File: src/rtl/wrm_pkg.sv
// Shared widths, register indexes, command and status types for the event rate meter.
package wrm_pkg;

    localparam int RATE_FRAC_BITS = 8;

    localparam int TIME_W  = 64;
    localparam int COUNT_W = 32;
    localparam int RATE_W  = 32;
    localparam int US_W    = 20;
    localparam int PROD_W  = COUNT_W + US_W;
    localparam int NUM_W   = PROD_W + RATE_FRAC_BITS;
    localparam int QUOT_W  = RATE_W;
    localparam int HI_W    = NUM_W - QUOT_W;
    localparam int STEP_W  = $clog2(QUOT_W);

    localparam int CFG_IDX_W  = 4;
    localparam int CFG_DATA_W = 64;

    localparam logic [US_W-1:0]    US_PER_SEC   = US_W'(1000000);
    localparam logic [COUNT_W-1:0] COUNT_MAX    = '1;
    localparam logic [RATE_W-1:0]  RATE_MAX     = '1;
    localparam logic [31:0]        WINDOW_RESET = 32'd1000000;

    localparam logic [CFG_IDX_W-1:0] REG_WINDOW_US     = CFG_IDX_W'(0);
    localparam logic [CFG_IDX_W-1:0] REG_START_TIME_US = CFG_IDX_W'(1);

    typedef enum logic [2:0] {
        S_IDLE,
        S_ELAPSED,
        S_CHECK,
        S_MULT,
        S_LOAD,
        S_DIVIDE,
        S_COMMIT,
        S_OUT
    } wrm_state_t;

    typedef struct packed {
        logic take_item;
        logic calc_elapsed;
        logic check;
        logic calc_product;
        logic load_div;
        logic div_step;
        logic commit;
        logic load_out;
    } wrm_cmd_t;

    typedef struct packed {
        logic window_due;
        logic div_last;
    } wrm_status_t;

endpackage

File: src/rtl/windowed_event_rate_meter.sv
// Top level of the windowed event rate meter: controller, datapath and ports.
//
//  channel  | handshake            | payload
//  ---------+----------------------+---------------------------------------------
//  in       | in_valid / in_stall  | timestamp_us[63:0]
//  out      | out_valid / out_stall| window_closed, event_total, lifetime_rate,
//           |                      | recent_rate
//  cfg      | cfg_we (no wait)     | cfg_index[3:0], cfg_data[63:0]
//
// An event that does not close a window goes through the elapsed and check
// states to output; one that closes a window adds multiply, divider load,
// the 32 steps of the two shift-subtract dividers that run side by side,
// and commit. The next request is taken the cycle after the result is loaded
// into the output register. rst_n is asynchronous: counters, window state and
// held rates clear, window length returns to one second. A stalled result holds
// in the output register while the next request is already being worked on.
module windowed_event_rate_meter
    import wrm_pkg::*;
(
    input  logic                  clk,
    input  logic                  rst_n,
    // event requests
    input  logic                  in_valid,
    output logic                  in_stall,
    input  logic [TIME_W-1:0]     timestamp_us,
    // results
    output logic                  out_valid,
    input  logic                  out_stall,
    output logic                  window_closed,
    output logic [COUNT_W-1:0]    event_total,
    output logic [RATE_W-1:0]     lifetime_rate,
    output logic [RATE_W-1:0]     recent_rate,
    // configuration writes
    input  logic                  cfg_we,
    input  logic [CFG_IDX_W-1:0]  cfg_index,
    input  logic [CFG_DATA_W-1:0] cfg_data
);

    wrm_cmd_t    cmd;
    wrm_status_t status;

    // sequencer: one request at a time, the divide phase only on window close
    wrm_ctrl u_ctrl
    (
        .clk       (clk),
        .rst_n     (rst_n),
        .in_valid  (in_valid),
        .in_stall  (in_stall),
        .out_valid (out_valid),
        .out_stall (out_stall),
        .status    (status),
        .cmd       (cmd)
    );

    // rates are count * 1e6 * 2^frac / elapsed, truncated and saturated
    wrm_dpath u_dpath
    (
        .clk           (clk),
        .rst_n         (rst_n),
        .cmd           (cmd),
        .status        (status),
        .timestamp_us  (timestamp_us),
        .cfg_we        (cfg_we),
        .cfg_index     (cfg_index),
        .cfg_data      (cfg_data),
        .window_closed (window_closed),
        .event_total   (event_total),
        .lifetime_rate (lifetime_rate),
        .recent_rate   (recent_rate)
    );

endmodule

File: src/rtl/wrm_div.sv
// Shift-subtract divider: one quotient bit a step, saturating 32-bit rate result.
module wrm_div
    import wrm_pkg::*;
(
    input  logic              clk,
    input  logic              load,
    input  logic              step,
    input  logic [NUM_W-1:0]  num,
    input  logic [TIME_W-1:0] den,
    output logic [QUOT_W-1:0] quot
);

    logic [TIME_W-1:0] rem_reg, rem_next;
    logic [QUOT_W-1:0] low_reg, low_next;
    logic [QUOT_W-1:0] q_reg, q_next;
    logic              zero_reg, zero_next;
    logic              sat_reg, sat_next;
    logic [TIME_W:0]   trial;
    logic [TIME_W:0]   diff;
    logic [TIME_W-1:0] num_hi;

    assign num_hi = TIME_W'(num[NUM_W-1:QUOT_W]);
    assign trial  = {rem_reg, low_reg[QUOT_W-1]};
    assign diff   = trial - {1'b0, den};

    always_comb
    begin
        rem_next  = rem_reg;
        low_next  = low_reg;
        q_next    = q_reg;
        zero_next = zero_reg;
        sat_next  = sat_reg;
        if (load)
        begin
            // quotient fits in 32 bits only when the upper part is below the divisor
            zero_next = (num == '0);
            sat_next  = (num_hi >= den);
            rem_next  = num_hi;
            low_next  = num[QUOT_W-1:0];
            q_next    = '0;
        end
        else if (step)
        begin
            low_next = {low_reg[QUOT_W-2:0], 1'b0};
            if (!diff[TIME_W])
            begin
                rem_next = diff[TIME_W-1:0];
                q_next   = {q_reg[QUOT_W-2:0], 1'b1};
            end
            else
            begin
                rem_next = trial[TIME_W-1:0];
                q_next   = {q_reg[QUOT_W-2:0], 1'b0};
            end
        end
    end

    always_ff @(posedge clk)
    begin
        rem_reg  <= rem_next;
        low_reg  <= low_next;
        q_reg    <= q_next;
        zero_reg <= zero_next;
        sat_reg  <= sat_next;
    end

    assign quot = zero_reg ? '0 : (sat_reg ? RATE_MAX : q_reg);

endmodule

File: src/rtl/wrm_ctrl.sv
// Sequencing state machine and output valid flag for the event rate meter.
module wrm_ctrl
    import wrm_pkg::*;
(
    input  logic        clk,
    input  logic        rst_n,
    input  logic        in_valid,
    output logic        in_stall,
    output logic        out_valid,
    input  logic        out_stall,
    input  wrm_status_t status,
    output wrm_cmd_t    cmd
);

    wrm_state_t state_reg, state_next;
    logic       out_valid_reg, out_valid_next;
    logic       out_free;

    assign out_free  = !out_valid_reg || !out_stall;
    assign in_stall  = (state_reg != S_IDLE);
    assign out_valid = out_valid_reg;

    always_comb
    begin
        state_next = state_reg;
        unique case (state_reg)
            S_IDLE:    if (in_valid) state_next = S_ELAPSED;
            S_ELAPSED: state_next = S_CHECK;
            S_CHECK:   state_next = status.window_due ? S_MULT : S_OUT;
            S_MULT:    state_next = S_LOAD;
            S_LOAD:    state_next = S_DIVIDE;
            S_DIVIDE:  if (status.div_last) state_next = S_COMMIT;
            S_COMMIT:  state_next = S_OUT;
            S_OUT:     if (out_free) state_next = S_IDLE;
            default:   state_next = S_IDLE;
        endcase
    end

    always_comb
    begin
        cmd = '0;
        unique case (state_reg)
            S_IDLE:    cmd.take_item    = in_valid;
            S_ELAPSED: cmd.calc_elapsed = 1'b1;
            S_CHECK:   cmd.check        = 1'b1;
            S_MULT:    cmd.calc_product = 1'b1;
            S_LOAD:    cmd.load_div     = 1'b1;
            S_DIVIDE:  cmd.div_step     = 1'b1;
            S_COMMIT:  cmd.commit       = 1'b1;
            S_OUT:     cmd.load_out     = out_free;
            default:   cmd = '0;
        endcase
    end

    always_comb
    begin
        priority if (cmd.load_out)
            out_valid_next = 1'b1;
        else if (!out_stall)
            out_valid_next = 1'b0;
        else
            out_valid_next = out_valid_reg;
    end

    always_ff @(posedge clk or negedge rst_n)
    begin
        if (!rst_n)
        begin
            state_reg     <= S_IDLE;
            out_valid_reg <= 1'b0;
        end
        else
        begin
            state_reg     <= state_next;
            out_valid_reg <= out_valid_next;
        end
    end

endmodule

File: src/rtl/wrm_dpath.sv
// Counters, elapsed times, rate dividers, held rates and output register.
module wrm_dpath
    import wrm_pkg::*;
(
    input  logic                  clk,
    input  logic                  rst_n,
    input  wrm_cmd_t              cmd,
    output wrm_status_t           status,
    input  logic [TIME_W-1:0]     timestamp_us,
    input  logic                  cfg_we,
    input  logic [CFG_IDX_W-1:0]  cfg_index,
    input  logic [CFG_DATA_W-1:0] cfg_data,
    output logic                  window_closed,
    output logic [COUNT_W-1:0]    event_total,
    output logic [RATE_W-1:0]     lifetime_rate,
    output logic [RATE_W-1:0]     recent_rate
);

    logic [31:0]         window_us_reg;
    logic [TIME_W-1:0]   start_time_reg;
    logic [COUNT_W-1:0]  since_start_reg;
    logic [COUNT_W-1:0]  in_window_reg;
    logic [TIME_W-1:0]   win_start_reg;
    logic                restarted_reg;
    logic [RATE_W-1:0]   held_life_reg;
    logic [RATE_W-1:0]   held_recent_reg;

    logic [TIME_W-1:0]   ts_reg;
    logic [TIME_W-1:0]   wdt_reg;
    logic [TIME_W-1:0]   ldt_reg;
    logic                closed_reg;
    logic [PROD_W-1:0]   prod_life_reg;
    logic [PROD_W-1:0]   prod_recent_reg;
    logic [STEP_W-1:0]   step_reg;

    logic                out_closed_reg;
    logic [COUNT_W-1:0]  out_total_reg;
    logic [RATE_W-1:0]   out_life_reg;
    logic [RATE_W-1:0]   out_recent_reg;

    logic [TIME_W-1:0]   wstart;
    logic [TIME_W:0]     wdiff;
    logic [TIME_W:0]     ldiff;
    logic [RATE_W-1:0]   life_quot;
    logic [RATE_W-1:0]   recent_quot;
    logic [COUNT_W-1:0]  recent_count;

    assign wstart = restarted_reg ? win_start_reg : start_time_reg;
    assign wdiff  = {1'b0, ts_reg} - {1'b0, wstart};
    assign ldiff  = {1'b0, ts_reg} - {1'b0, start_time_reg};

    // window count is at least one here, so the decrement cannot wrap
    assign recent_count = in_window_reg - COUNT_W'(1);

    assign status.window_due = (wdt_reg >= TIME_W'(window_us_reg));
    assign status.div_last   = (step_reg == STEP_W'(QUOT_W - 1));

    wrm_div u_div_life
    (
        .clk  (clk),
        .load (cmd.load_div),
        .step (cmd.div_step),
        .num  ({prod_life_reg, RATE_FRAC_BITS'(0)}),
        .den  (ldt_reg),
        .quot (life_quot)
    );

    wrm_div u_div_recent
    (
        .clk  (clk),
        .load (cmd.load_div),
        .step (cmd.div_step),
        .num  ({prod_recent_reg, RATE_FRAC_BITS'(0)}),
        .den  (wdt_reg),
        .quot (recent_quot)
    );

    // architectural state and configuration
    always_ff @(posedge clk or negedge rst_n)
    begin
        if (!rst_n)
        begin
            window_us_reg   <= WINDOW_RESET;
            start_time_reg  <= '0;
            since_start_reg <= '0;
            in_window_reg   <= '0;
            win_start_reg   <= '0;
            restarted_reg   <= 1'b0;
            held_life_reg   <= '0;
            held_recent_reg <= '0;
            closed_reg      <= 1'b0;
            step_reg        <= '0;
        end
        else
        begin
            if (cfg_we && cfg_index == REG_WINDOW_US)
                window_us_reg <= cfg_data[31:0];
            if (cfg_we && cfg_index == REG_START_TIME_US)
                start_time_reg <= cfg_data;
            if (cmd.take_item)
            begin
                if (since_start_reg != COUNT_MAX)
                    since_start_reg <= since_start_reg + COUNT_W'(1);
                if (in_window_reg != COUNT_MAX)
                    in_window_reg <= in_window_reg + COUNT_W'(1);
            end
            if (cmd.check)
                closed_reg <= status.window_due;
            if (cmd.load_div)
                step_reg <= '0;
            else if (cmd.div_step)
                step_reg <= step_reg + STEP_W'(1);
            if (cmd.commit)
            begin
                held_life_reg   <= life_quot;
                held_recent_reg <= recent_quot;
                win_start_reg   <= ts_reg;
                restarted_reg   <= 1'b1;
                in_window_reg   <= '0;
            end
        end
    end

    // working and output payload
    always_ff @(posedge clk)
    begin
        if (cmd.take_item)
            ts_reg <= timestamp_us;
        if (cmd.calc_elapsed)
        begin
            // time running backwards counts as no time at all
            wdt_reg <= wdiff[TIME_W] ? '0 : wdiff[TIME_W-1:0];
            ldt_reg <= ldiff[TIME_W] ? '0 : ldiff[TIME_W-1:0];
        end
        if (cmd.calc_product)
        begin
            prod_life_reg   <= PROD_W'(since_start_reg) * PROD_W'(US_PER_SEC);
            prod_recent_reg <= PROD_W'(recent_count) * PROD_W'(US_PER_SEC);
        end
        if (cmd.load_out)
        begin
            out_closed_reg <= closed_reg;
            out_total_reg  <= since_start_reg;
            out_life_reg   <= held_life_reg;
            out_recent_reg <= held_recent_reg;
        end
    end

    assign window_closed = out_closed_reg;
    assign event_total   = out_total_reg;
    assign lifetime_rate = out_life_reg;
    assign recent_rate   = out_recent_reg;

endmodule

File: config.mk
export PLATFORM = sky130hd
export DESIGN_NAME = windowed_event_rate_meter
export DESIGN_NICKNAME = d
export VERILOG_FILES = /design/src/rtl/wrm_pkg.sv /design/src/rtl/windowed_event_rate_meter.sv /design/src/rtl/wrm_div.sv /design/src/rtl/wrm_ctrl.sv /design/src/rtl/wrm_dpath.sv
export SDC_FILE = /design/constraint.sdc
export NUM_CORES = 2
export LEC_CHECK = 0
export BUFFER_PORTS_ARGS = -buffer_cell sky130_fd_sc_hd__buf_4
export CORE_UTILIZATION = 45
export CTS_BUF_LIST = sky130_fd_sc_hd__clkbuf_4
export DETAILED_ROUTE_END_ITERATION = 8
export PLACE_DENSITY = 0.72
export SLEW_MARGIN = 30
export SYNTH_ARGS = -nofsm -noshare
export SYNTH_HDL_FRONTEND = slang
export SYNTH_HIERARCHICAL = 1
export SYNTH_SLANG_ARGS = --single-unit
File: constraint.sdc
create_clock -name clk -period 14.9 [get_ports clk]
set_clock_uncertainty 0.15 [all_clocks]
set_input_delay 2.98 -clock clk [delete_from_list [all_inputs] [get_ports clk]]
set_output_delay 2.98 -clock clk [all_outputs]
set_load 0.1 [all_outputs]
### Word-level counts from Yosys, hierarchy flattened

Cells that the tools add are included.

* word-level logic and storage cells: 116
* bits of input ports: 137
* output and inout port bits: 99
* register bits after elaboration: 924

* reduce and logical (&&, ||, !) cells: 16
* add/sub/neg operators: 8
* multipliers: 2
* equal/unequal tests: 15
* order comparisons: 3
* mux-type cells: 37

Operators by type and width (number)
* $mux 32: 11
* $mux 64: 3
* $sub 64x64->65: 2
* $sub 65x64->65: 2
* $ge 28x64->1: 2
* $logic_not 60->1: 2
* $mux 28: 4
* $mul 32x14->46 const B: 2
* $add 32x1->32 const B: 2
* $ge 64x32->1: 1
* $ne 32x32->1 const B: 2
* $sub 32x1->32 const B: 1
* $pmux 3 s8: 1
* $eq 3x3->1 const B: 4
* $mux 1: 12
* $mux 3: 4
* $mux 5: 2
* $eq 3x2->1 const B: 2
* $reduce_bool 2->1: 3
* $add 5x1->5 const B: 1
* $eq 5x5->1 const B: 1
* $eq 4x1->1 const B: 1
* $logic_not 4->1: 1
* $ne 2x1->1 const B: 2
* 9 further kinds: 13

### Depth between registers and ports, before layout

* depth in word-level cells: 4
* depth in mapped cells: 33

### Cells and area by module

Netlist, hierarchy kept.

By module, submodules not included
* wrm_dpath: area each 47277.8 um^2, cells an instance 4270, sequential area each 18831.8 um^2, instances 1
* wrm_div at u_dpath.u_div_recent: area each 10686.5 um^2, cells an instance 1261, sequential area each 3223.1 um^2, instances 1
* wrm_div at u_dpath.u_div_life: area each 10671.5 um^2, cells an instance 1252, sequential area each 3223.1 um^2, instances 1
* wrm_ctrl: area each 305.3 um^2, cells an instance 33, sequential area each 100.1 um^2, instances 1

### Least setup slack after synthesis

OpenSTA, ideal clock, no wires.

* kind: register to register
* start: register u_ctrl.state_reg[2]
* end: register u_dpath.ldt_reg[0] (enable)
* setup slack: 4.167 ns
* stages on the path, launching flop included: 3
* clock period less this slack: 10.733 ns
* data required time: 13.952 ns
* arrival time: 9.785 ns
* library setup time: 0.798 ns
* path through: dfrtp_1 buf_6 nor3b_1

RTL lines
* start: declaration: line wrm_ctrl.sv:15 `wrm_state_t state_reg, state_next;`
* start signal: assignment: line wrm_ctrl.sv:74 `state_reg <= state_next;`
* end signal: assignment: line wrm_dpath.sv:133 `ldt_reg <= ldiff[TIME_W] ? '0 : ldiff[TIME_W-1:0];`
* end: declaration: line wrm_dpath.sv:30 `logic [TIME_W-1:0] ldt_reg;`

### Final worst setup path

* start: register u_dpath.in_window_reg[2]
* end: register u_dpath.prod_recent_reg[51] (data pin)

* cells in the longest elaborated chain, start to end: 2

RTL lines
* start: declaration: line wrm_dpath.sv:22 `logic [COUNT_W-1:0] in_window_reg;`
* start signal: assignment: line wrm_dpath.sv:105 `in_window_reg <= in_window_reg + COUNT_W'(1);`
* $sub 32x1->32: line wrm_dpath.sv:53 `assign recent_count = in_window_reg - COUNT_W'(1);`
* $mul 32x14->46: line wrm_dpath.sv:138 `prod_recent_reg <= PROD_W'(recent_count) * PROD_W'(US_PER_SEC);`
* end signal: assignment: line wrm_dpath.sv:138
* end: declaration: line wrm_dpath.sv:33 `logic [PROD_W-1:0] prod_recent_reg;`

Every way passes these cells.
A chain may end at the register's enable or synchronous reset.

==> out/qor.yml <==
status:
  outcome: "finished, violations left"
  failed_checks: "DRC"
global_route:
  grt_pass1_wl_um: 289900
  gr-usage-met3_pct: 3.782
  grt.overflow.total: 0
  use_met2_pct: 38.30
  grt_pass1_vias: 52620
  grt_max_degree: 200
  grtUsageMet1_pct: 31.27
  antenna_found_initial: 5
  busiest_layer: "met2"
  grtUsageTotal_pct: 23.49
cts:
  cts_tree: "built"
  post_cts_buffers: 0
  cts_made_buffers: 279
  ctsHtreeMaxLevel: 5
  cts_root_buf: "clkbuf_4"
  clk_latency_ns: 1.29
  cts.clk_slew.worst_paths_ns: 0.07
  cts_resized: 0
  cts_hold_buffers: 0
  cts_buffer_depth: 4
  cts_sinks: 940
timing:
  whs_ns: 0.2757
  slew_viol_final: 0
  worst_slew_pin_slew_ns: 1.044
  hold_viol: 0
  setup_viol: 0
  period_needed_ns: 8.804
  setup_slack_ns: 6.096
  rsz0062_at_grt: "false"
  timing.fmax_mhz: 113.6
  relSlewSlack_pct: 29.49
  setup_tns_ns: 0
  layout_worst_path_cycle_share_pct: 59.09
finish:
  nets: 8236
  synthToLayoutAreaGrowth_pct: 10.56
  fill_cells: 13980
  drive_gt1_share_pct: 15.34
detailed_routing:
  first_iter_violations: 3384
  drt_pass1_iterations: 9
  antenna_left: 0
  drc: 2
  vias: 52120
  wirelength_um: 184400
  vias_per_cell: 5.540
  wire_per_inst_um: 19.60
worst_setup_path:
  crit_type: "reg -> reg"
  arrival_ns: 9.56
  worst_setup_path_end_kind: "flip-flop"
  worst-path-max-fanout: 8
  cpMostUsedCell: "inv_1"
  cp_data_required_time_ns: 15.65
  max_stage_delay_ns: 0.59
  cpMaxStageDelayCell: "xnor2_1"
  start_kind: "flip-flop"
place:
  gp_congestion: 0.9457
  io_buffers: 235
  dp_hpwl_um: 139900
  place_ws_ns: 6.147
logic_synthesis:
  netlist_instances: 6816
  ys_warn_count: 6
  synth_ff_type: "edfxtp_1"
  synth_common_cells: "ha_1, inv_1, nor2_1, edfxtp_1, a21oi_1"
  mappedNetlistArea_mm2: 0.06894
  synth_area_leaders: "edfxtp_1, ha_1, dfrtp_1"
  ys_seq_area_share_pct: 36.81
  synth.most_common_cell: "ha_1"
  syn_avg_cell_area_um2: 10.11
  synth_edf_count: 505
  ys_ff_latch: 940
  yosysTopAreaCell: "edfxtp_1"
  async_flop_share_pct: 31.81
  ys_types: 122
  synth_top_area_share_pct: 22.00
floorplanning:
  die-height_um: 393.4
  die-width_um: 393.4
  dieArea_mm2: 0.1548
  initial_core_util_pct: 45.33
  io_pins: 236
  num_rows: 143
  core_mm2: 0.1521
flow_run:
  cap_violations: 0
hold_path:
  hold_path_class: "reg -> reg"
layer usage:
metal  wire length, µm  vias up
met1             81450    25440
met5                 0        -
met4              6346        0
met2             86620     1482
met3              9944      379
li1                  -    24820
metrics by stage:
stage,util (%),area [µm²],instances
2_1_floorplan,-,69150,6871
3_3_place_gp,47.72,72570,8908
3_5_place_dp,47.74,72610,8910
4_1_cts,50.05,76120,9396
5_1_grt,50.11,76210,9405
6_report,50.12,76220,9408
critical path, delay by kind of cell, from the launching register on:
kind | cells | cell delay (ns)
AO/OA/AOI/OAI | 7 | 1.81
XOR/XNOR | 2 | 0.76
adder cells (fa/ha/maj) | 8 | 3.37
buffers and inverters | 7 | 0.85
flip-flops | 1 | 0.46
AND/OR/NAND/NOR | 6 | 1.10
final cells by class:
type / instances / area (µm²) / share of cell area (%)
multi-input cells: 4991 / 40110 / 52.63
flip-flops and latches: 940 / 25380 / 33.30
clock buffers: 424 / 3183 / 4.176
inverters: 679 / 2549 / 3.344
well taps: 2030 / 2540 / 3.332
repair buffers: 271 / 2098 / 2.753
clock inverters: 62 / 324.1 / 0.4252
diodes: 11 / 27.53 / 0.03612
logic make-up (layout without fill, tap and decap cells):
kind of cell	count (synthesis)	count (layout)	synth area share, %
AND/OR/NAND/NOR	1629	1629	11.04
AO/OA/AOI/OAI	1418	1418	13.32
flip-flops	940	940	36.81
buffers and inverters	940	1436	5.457
adder cells (fa/ha/maj)	938	938	19.80
multiplexers	503	503	7.828
XOR/XNOR	447	447	5.744
other	1	67	0.005439
final timing paths:
path / start / end / slack (ns) / cells after the start
worst min register to register: u_dpath/held_recent_reg[12] / u_dpath/recent_rate[12] / 0.28 / 0
worst min-delay path: u_dpath/held_recent_reg[12] / u_dpath/recent_rate[12] / 0.28 / 0
min in group asynchronous: rst_n / u_dpath/held_recent_reg[27] / 1.62 / 1
worst max-delay path: u_dpath/in_window_reg[2] / u_dpath/prod_recent_reg[51] / 6.10 / 30
max in group asynchronous: rst_n / u_dpath/window_us_reg[30] / 10.83 / 3
worst max register to register: u_dpath/in_window_reg[2] / u_dpath/prod_recent_reg[51] / 6.10 / 30
placed cells by master (no fill, tap or decap), types with 17 or more instances in the layout:
master	instances
mux2i_1	220
nor2b_1	43
dfrtp_1	291
o21ai_1	17
nand2b_1	44
and2_1	26
clkbuf_4	424
nand2_1	392
dfxtp_1	136
a211oi_1	70
and3_1	33
o211ai_1	20
ha_1	682
a31oi_1	45
mux2_2	281
nor4_1	65
o21a_1	50
edfxtp_1	505
nor2_1	633
nand4_1	112
a21o_1	210
nor3_1	56
xnor2_1	280
nand3_1	98
o21bai_1	73
inv_1	676
or3_1	21
o21ai_0	297
or2_2	17
clkinv_1	42
conb_1	56
fa_1	255
a21oi_1	439
buf_4	264
xor2_1	159
Power is not shown: default switching activity piles up to over one toggle a cycle in this logic, so the estimate is an artifact.
